[src/srch_pkg.sv]
// ----------------------------------------------------------------------------
// srch_pkg
// shared widths, codes and types of the equal-range search unit
// ----------------------------------------------------------------------------
package srch_pkg;

   // item field widths
   localparam int VAL_W = 32;
   localparam int IDX_W = 10;

   // action codes of an input item
   localparam logic ACT_LOAD  = 1'b0;
   localparam logic ACT_QUERY = 1'b1;

   // bisection flavors
   localparam logic MODE_BELOW = 1'b0;   // last position below the target
   localparam logic MODE_ABOVE = 1'b1;   // first position above the target

   // status of one bisection engine
   typedef struct packed {
      logic done;    // search finished, border stable
      logic hit;     // border was set at least once
   } srch_stat_type;

endpackage

[src/srch_bisect.sv]
// ----------------------------------------------------------------------------
// srch_bisect
// one midpoint bisection over the table, each step a read phase then a compare phase
// ----------------------------------------------------------------------------
module srch_bisect #(
   parameter int DEPTH = 1024
) (
   input  logic                                     clock,
   input  logic                                     reset,
   input  logic                                     mode,
   input  logic                                     start,
   input  logic [$clog2(DEPTH+1)-1:0]               count,
   input  logic signed [srch_pkg::VAL_W-1:0]        target,
   output logic [$clog2(DEPTH)-1:0]                 rd_addr,
   input  logic signed [srch_pkg::VAL_W-1:0]        rd_data,
   output srch_pkg::srch_stat_type                  stat,
   output logic signed [$clog2(DEPTH+1):0]          border
);
   import srch_pkg::*;

   localparam int AW = $clog2(DEPTH);
   localparam int CW = $clog2(DEPTH + 1);
   localparam int IW = CW + 1;

   logic                 active_ff, active_in;
   logic                 phase_ff, phase_in;
   logic                 done_ff, done_in;
   logic                 hit_ff, hit_in;
   logic signed [IW-1:0] left_ff, left_in;
   logic signed [IW-1:0] right_ff, right_in;
   logic signed [IW-1:0] border_ff, border_in;
   logic signed [IW-1:0] mid_ff, mid_in;
   logic signed [IW-1:0] mid_w;
   logic                 step_left;

   // left <= right whenever a read is issued, so the shift sees a non-negative span
   assign mid_w   = left_ff + ((right_ff - left_ff) >>> 1);
   assign rd_addr = mid_w[AW-1:0];

   // below: element >= target moves left; above: element <= target moves right
   assign step_left = (mode == MODE_BELOW) ? (rd_data >= target) : !(rd_data <= target);

   always_comb begin
      active_in = active_ff;
      phase_in  = phase_ff;
      done_in   = done_ff;
      hit_in    = hit_ff;
      left_in   = left_ff;
      right_in  = right_ff;
      border_in = border_ff;
      mid_in    = mid_ff;
      if (start) begin
         active_in = 1'b1;
         phase_in  = 1'b0;
         done_in   = 1'b0;
         hit_in    = 1'b0;
         left_in   = '0;
         right_in  = $signed({1'b0, count}) - IW'(1);
      end else if (active_ff && !phase_ff) begin
         if (left_ff <= right_ff) begin
            mid_in   = mid_w;
            phase_in = 1'b1;
         end else begin
            active_in = 1'b0;
            done_in   = 1'b1;
         end
      end else if (active_ff && phase_ff) begin
         phase_in = 1'b0;
         if (step_left) begin
            right_in = mid_ff - IW'(1);
            if (mode == MODE_BELOW) begin
               border_in = mid_ff - IW'(1);
               hit_in    = 1'b1;
            end
         end else begin
            left_in = mid_ff + IW'(1);
            if (mode == MODE_ABOVE) begin
               border_in = mid_ff + IW'(1);
               hit_in    = 1'b1;
            end
         end
      end
   end

   always_ff @(posedge clock) begin
      if (reset) begin
         active_ff <= 1'b0;
         phase_ff  <= 1'b0;
         done_ff   <= 1'b0;
         hit_ff    <= 1'b0;
      end else begin
         active_ff <= active_in;
         phase_ff  <= phase_in;
         done_ff   <= done_in;
         hit_ff    <= hit_in;
      end
   end

   always_ff @(posedge clock) begin
      left_ff   <= left_in;
      right_ff  <= right_in;
      border_ff <= border_in;
      mid_ff    <= mid_in;
   end

   assign stat.done = done_ff;
   assign stat.hit  = hit_ff;
   assign border    = border_ff;

`ifndef ASSERT_OFF
   a_done_not_active: assert property (@(posedge clock) disable iff (reset)
      done_ff |-> !active_ff)
      else $error("bisection done while still active");
   a_read_in_range: assert property (@(posedge clock) disable iff (reset)
      active_ff && !phase_ff && (left_ff <= right_ff) |-> mid_w >= 0)
      else $error("bisection midpoint below zero");
   a_compare_follows_read: assert property (@(posedge clock) disable iff (reset)
      active_ff && phase_ff && !$past(start) |-> $past(active_ff && !phase_ff))
      else $error("compare phase without a preceding read");
`endif

endmodule

[config.mk]
export PLATFORM = sky130hd
export DESIGN_NAME = srch_bisect
export DESIGN_NICKNAME = d
export VERILOG_FILES = /design/src/srch_pkg.sv /design/src/srch_bisect.sv
export SDC_FILE = /design/constraint.sdc
export NUM_CORES = 1
export LEC_CHECK = 0
export ABC_AREA = 1
export BUFFER_PORTS_ARGS = -buffer_cell sky130_fd_sc_hd__buf_2
export CORE_MARGIN = 2
export CORE_UTILIZATION = 50
export CTS_CLUSTER_DIAMETER = 100
export DETAILED_ROUTE_END_ITERATION = 7
export GPL_TIMING_DRIVEN = 0
export PLACE_DENSITY = 0.78
export SYNTH_ARGS = -nofsm -noshare
export SYNTH_HDL_FRONTEND = slang
export SYNTH_SLANG_ARGS = --single-unit
[constraint.sdc]
create_clock -name clock -period 2.9 [get_ports clock]
set_input_delay 0 -clock clock [delete_from_list [all_inputs] [get_ports clock]]
set_output_delay 0 -clock clock [all_outputs]
set_load 0.05 [all_outputs]
==> impl_metrics.py <==
metrics = {
    "status": {
        "violations": "setup timing",
        "run_status": "finished with violations",
    },
    "worst_setup_path": {
        "critPathRequiredTime_ps": 2900,
        "critical_path.max_fanout": 5,
        "critical_path_class": "flop to output port",
        "cp-start-kind": "flop",
        "critical_path_arrival_ps": 3540,
        "worst_r2r_startpoint": "left_ff[3]",
        "cp-end-kind": "output port",
        "crit_path_start": "left_ff[3]",
    },
    "placed_design": {
        "numPlacedInstances": 816,
        "globalplace.congestion": 0.906,
        "dp_worst_setup_slack_ps": -374,
        "portBuffers": 102,
        "hpwl_mm": 9.30,
    },
    "drt": {
        "dr.first_iter.drc_count": 410,
        "wirelength_per_cell_microns": 15.8,
        "num_vias": 4601,
        "wl_mm": 13.3,
        "viasPerCell": 5.45,
        "route.detailed.drc": 0,
        "drt_first_pass_iters": 6,
        "drt.antenna.violating_nets": 0,
    },
    "synthesis": {
        "syn_inst": 605,
        "synth_enable_flop_cells": 36,
        "post_synth_main_area_contributors": "edfxtp_1 24%, ha_1 16%, nand2_1 11%, inv_1 8.4%, dfxtp_1 7.0%",
        "yosys.cell_count.top_type": "nand2_1",
        "synth.distinct_cells": 40,
        "ys.warnings.count": 0,
        "synth.cells.most_frequent": "134 x nand2_1, 103 x inv_1, 59 x ha_1",
        "synth-async-reset-ratio_pct": 0,
        "synth_area_leader_cell": "edfxtp_1",
        "synth_area_per_cell_sq_um": 7.60,
        "mappedNetlistNets": 745,
        "sequential_share_of_the_synthesized_area_pct": 30.5,
        "dominantRegCellSynth": "edfxtp_1",
        "synth_top_cell_area_share_pct": 23.5,
        "synth.ff_latch_count": 52,
        "post_synth_instance_area_sq_mm": 0.00460,
    },
    "timing": {
        "skew_ps": 8.18,
        "period_utilisation_layout_pct": 122,
        "post-route-worst-setup-slack_ps": -642,
        "final.min_clock_period_ps": 3540,
        "max_slew.worst_pin.slew_ps": 998,
        "finalSetupViolCount": 12,
        "drv_slew": 0,
        "hold_slack_ps": 79.4,
        "finalHoldViolations": 0,
        "slew_headroom_pct": 33.3,
        "rsz_0062_raised_after_global_routing": "yes",
        "achievable-frequency_mhz": 282,
    },
    "clock_tree": {
        "cts_inserted_buffers": 5,
        "clockBufferDepth": 2,
        "clock_sinks": 52,
        "clkLatencyLatePin_ps": 320,
        "ctsHtreeMaxLevel": 2,
        "clock-root-buffer": "clkbuf_8",
        "clk_pin_slew_worst_paths_ps": 100,
        "cts_tree": "yes",
    },
    "global_routing": {
        "first_global_vias": 4491,
        "number_of_antenna_violations_at_the_first_check_in_global_routing": 0,
        "grt_max_degree": 18,
        "grt_remaining_overflow": 0,
        "global_route.usage.total_pct": 24.6,
        "grt_first_pass_wirelength_mm": 19.6,
    },
    "die": {
        "die_width_microns": 99.9,
        "io-pin-count": 103,
        "die-height_microns": 99.9,
        "fp.dieArea_sq_mm": 0.00998,
        "core_region_area_sq_mm": 0.00881,
        "initial_util_pct": 52.2,
        "core.rowCount": 34,
    },
    "hold_path": {
        "timing.hold.worst.start": "count[6]",
        "min_path_type": "primary input to flop",
    },
    "cells_and_area": {
        "final_layout_size_suffix_gt1_share_pct": 29.1,
        "insertedDiodeCount": 0,
        "layout.cells.non_filler": 844,
        "layout-area-overhead-vs-synth_pct": 28.1,
        "nets": 875,
    },
    "power_and_ir_drop": {
        "pwr_density_cell_mw_per_mm2": 408,
        "leakagePower_nw": 2.97,
        "worst_vdd_ir_uv": 286,
    },
    "run": {
        "drv.max_cap_violation_count": 0,
    },
}
-- worst paths after layout --
path,cells after the start,to,slack [ps]
hold / removal,3,right_ff[6],80
setup reg to reg,19,mid_ff[11],-390
setup / recovery,15,rd_addr[7],-640
hold reg to reg,2,hit_ff,460
-- logic make-up after synthesis --
group,count (synthesis),synth area share [%]
buf+inv,125,11.6
compound gates,80,9.69
flops,52,30.5
fa+ha+maj,61,16.9
xor+xnor,41,7.81
simple gates,246,23.5
-- placed cells by master (no fill, tap or decap), drive strengths merged, types with 2 or more instances in the layout --
master    n
a211oi    3
a21o      2
a21oi    37
a22oi     4
a31oi     3
buf     139
clkbuf    8
dfxtp    16
edfxtp   36
fa        2
ha       59
inv     105
nand2   140
nand3    27
nand3b    3
nand4     7
nor2     53
nor3     11
nor4      3
o21a      2
o21ai    27
xnor2     7
xor2     34
-- what timing repair did --
item / CTS / global route
endpoints found under the hold margin: 3 / 0
setup endpoints to repair: 22 / 25
pin swaps: 13 / 19
hold buffers: 1 / 0
buffers inserted: 16 / 5
gates resized for setup: 55 / 31
gates cloned: 0 / 0
-- report_power, final --
group          leakage (nW)  internal (W)  switching (W)
clock network        0.0548      0.000260       0.000269
registers             0.467      0.000844      0.0000252
logic                  2.45      0.000407       0.000596
-- final cells by class --
cell class,count,area (sq um)
Clock buffer,5,68.8
Timing Repair Buffer,125,757
Sequential cell,52,1410
Buffer,18,124
Multi-Input combinational cell,428,2960
Tap cell,108,135
Inverter,105,394
Fill cell,668,2920
Clock inverter,3,46.3
-- state kept, by name, summed over array words and instances (netlist names) --
| register | flops |
|---|---|
| mid_ff | 12 |
| phase_ff | 1 |
| active_ff | 1 |
| border | 12 |
| hit_ff | 1 |
| left_ff | 12 |
| done_ff | 1 |
| right_ff | 12 |
-- critical path: stages, from the launching register on --
cell     delay [ps]
dfxtp_2         390
inv_1           100
ha_4            310
nand2_1         120
o21ai_1         200
nor2_1          110
o21ai_2         270
xor2_1          300
ha_1            340
nand2_1         150
o21ai_2         100
a21oi_2         170
buf_4           160
xor2_2          200
buf_4           160
buf_6           150
-- layer usage --
| layer | GRT usage [%] | wire, microns |
|---|---|---|
| met3 | 3.13 | 822 |
| met5 | 0 | 0 |
| met1 | 27.8 | 4810 |
| met4 | 10.3 | 787 |
| met2 | 46.4 | 6890 |
-- through the flow --
| step | power, W | TNS (ps) | cell area (sq um) | utilization [%] |
|---|---|---|---|---|
| after CTS | 0.00229 | -1380 | 5690 | 64.6 |
| after global routing | 0.00251 | -4960 | 5890 | 66.9 |
| after global placement | 0.00163 | -8160 | 5250 | 59.6 |
| after floorplan | 0.00145 | 0 | 4600 | - |
| final | 0.00240 | -3470 | 5890 | 66.9 |
| after detailed placement | 0.00166 | -5460 | 5250 | 59.7 |
(Power assumes the default switching activity.)
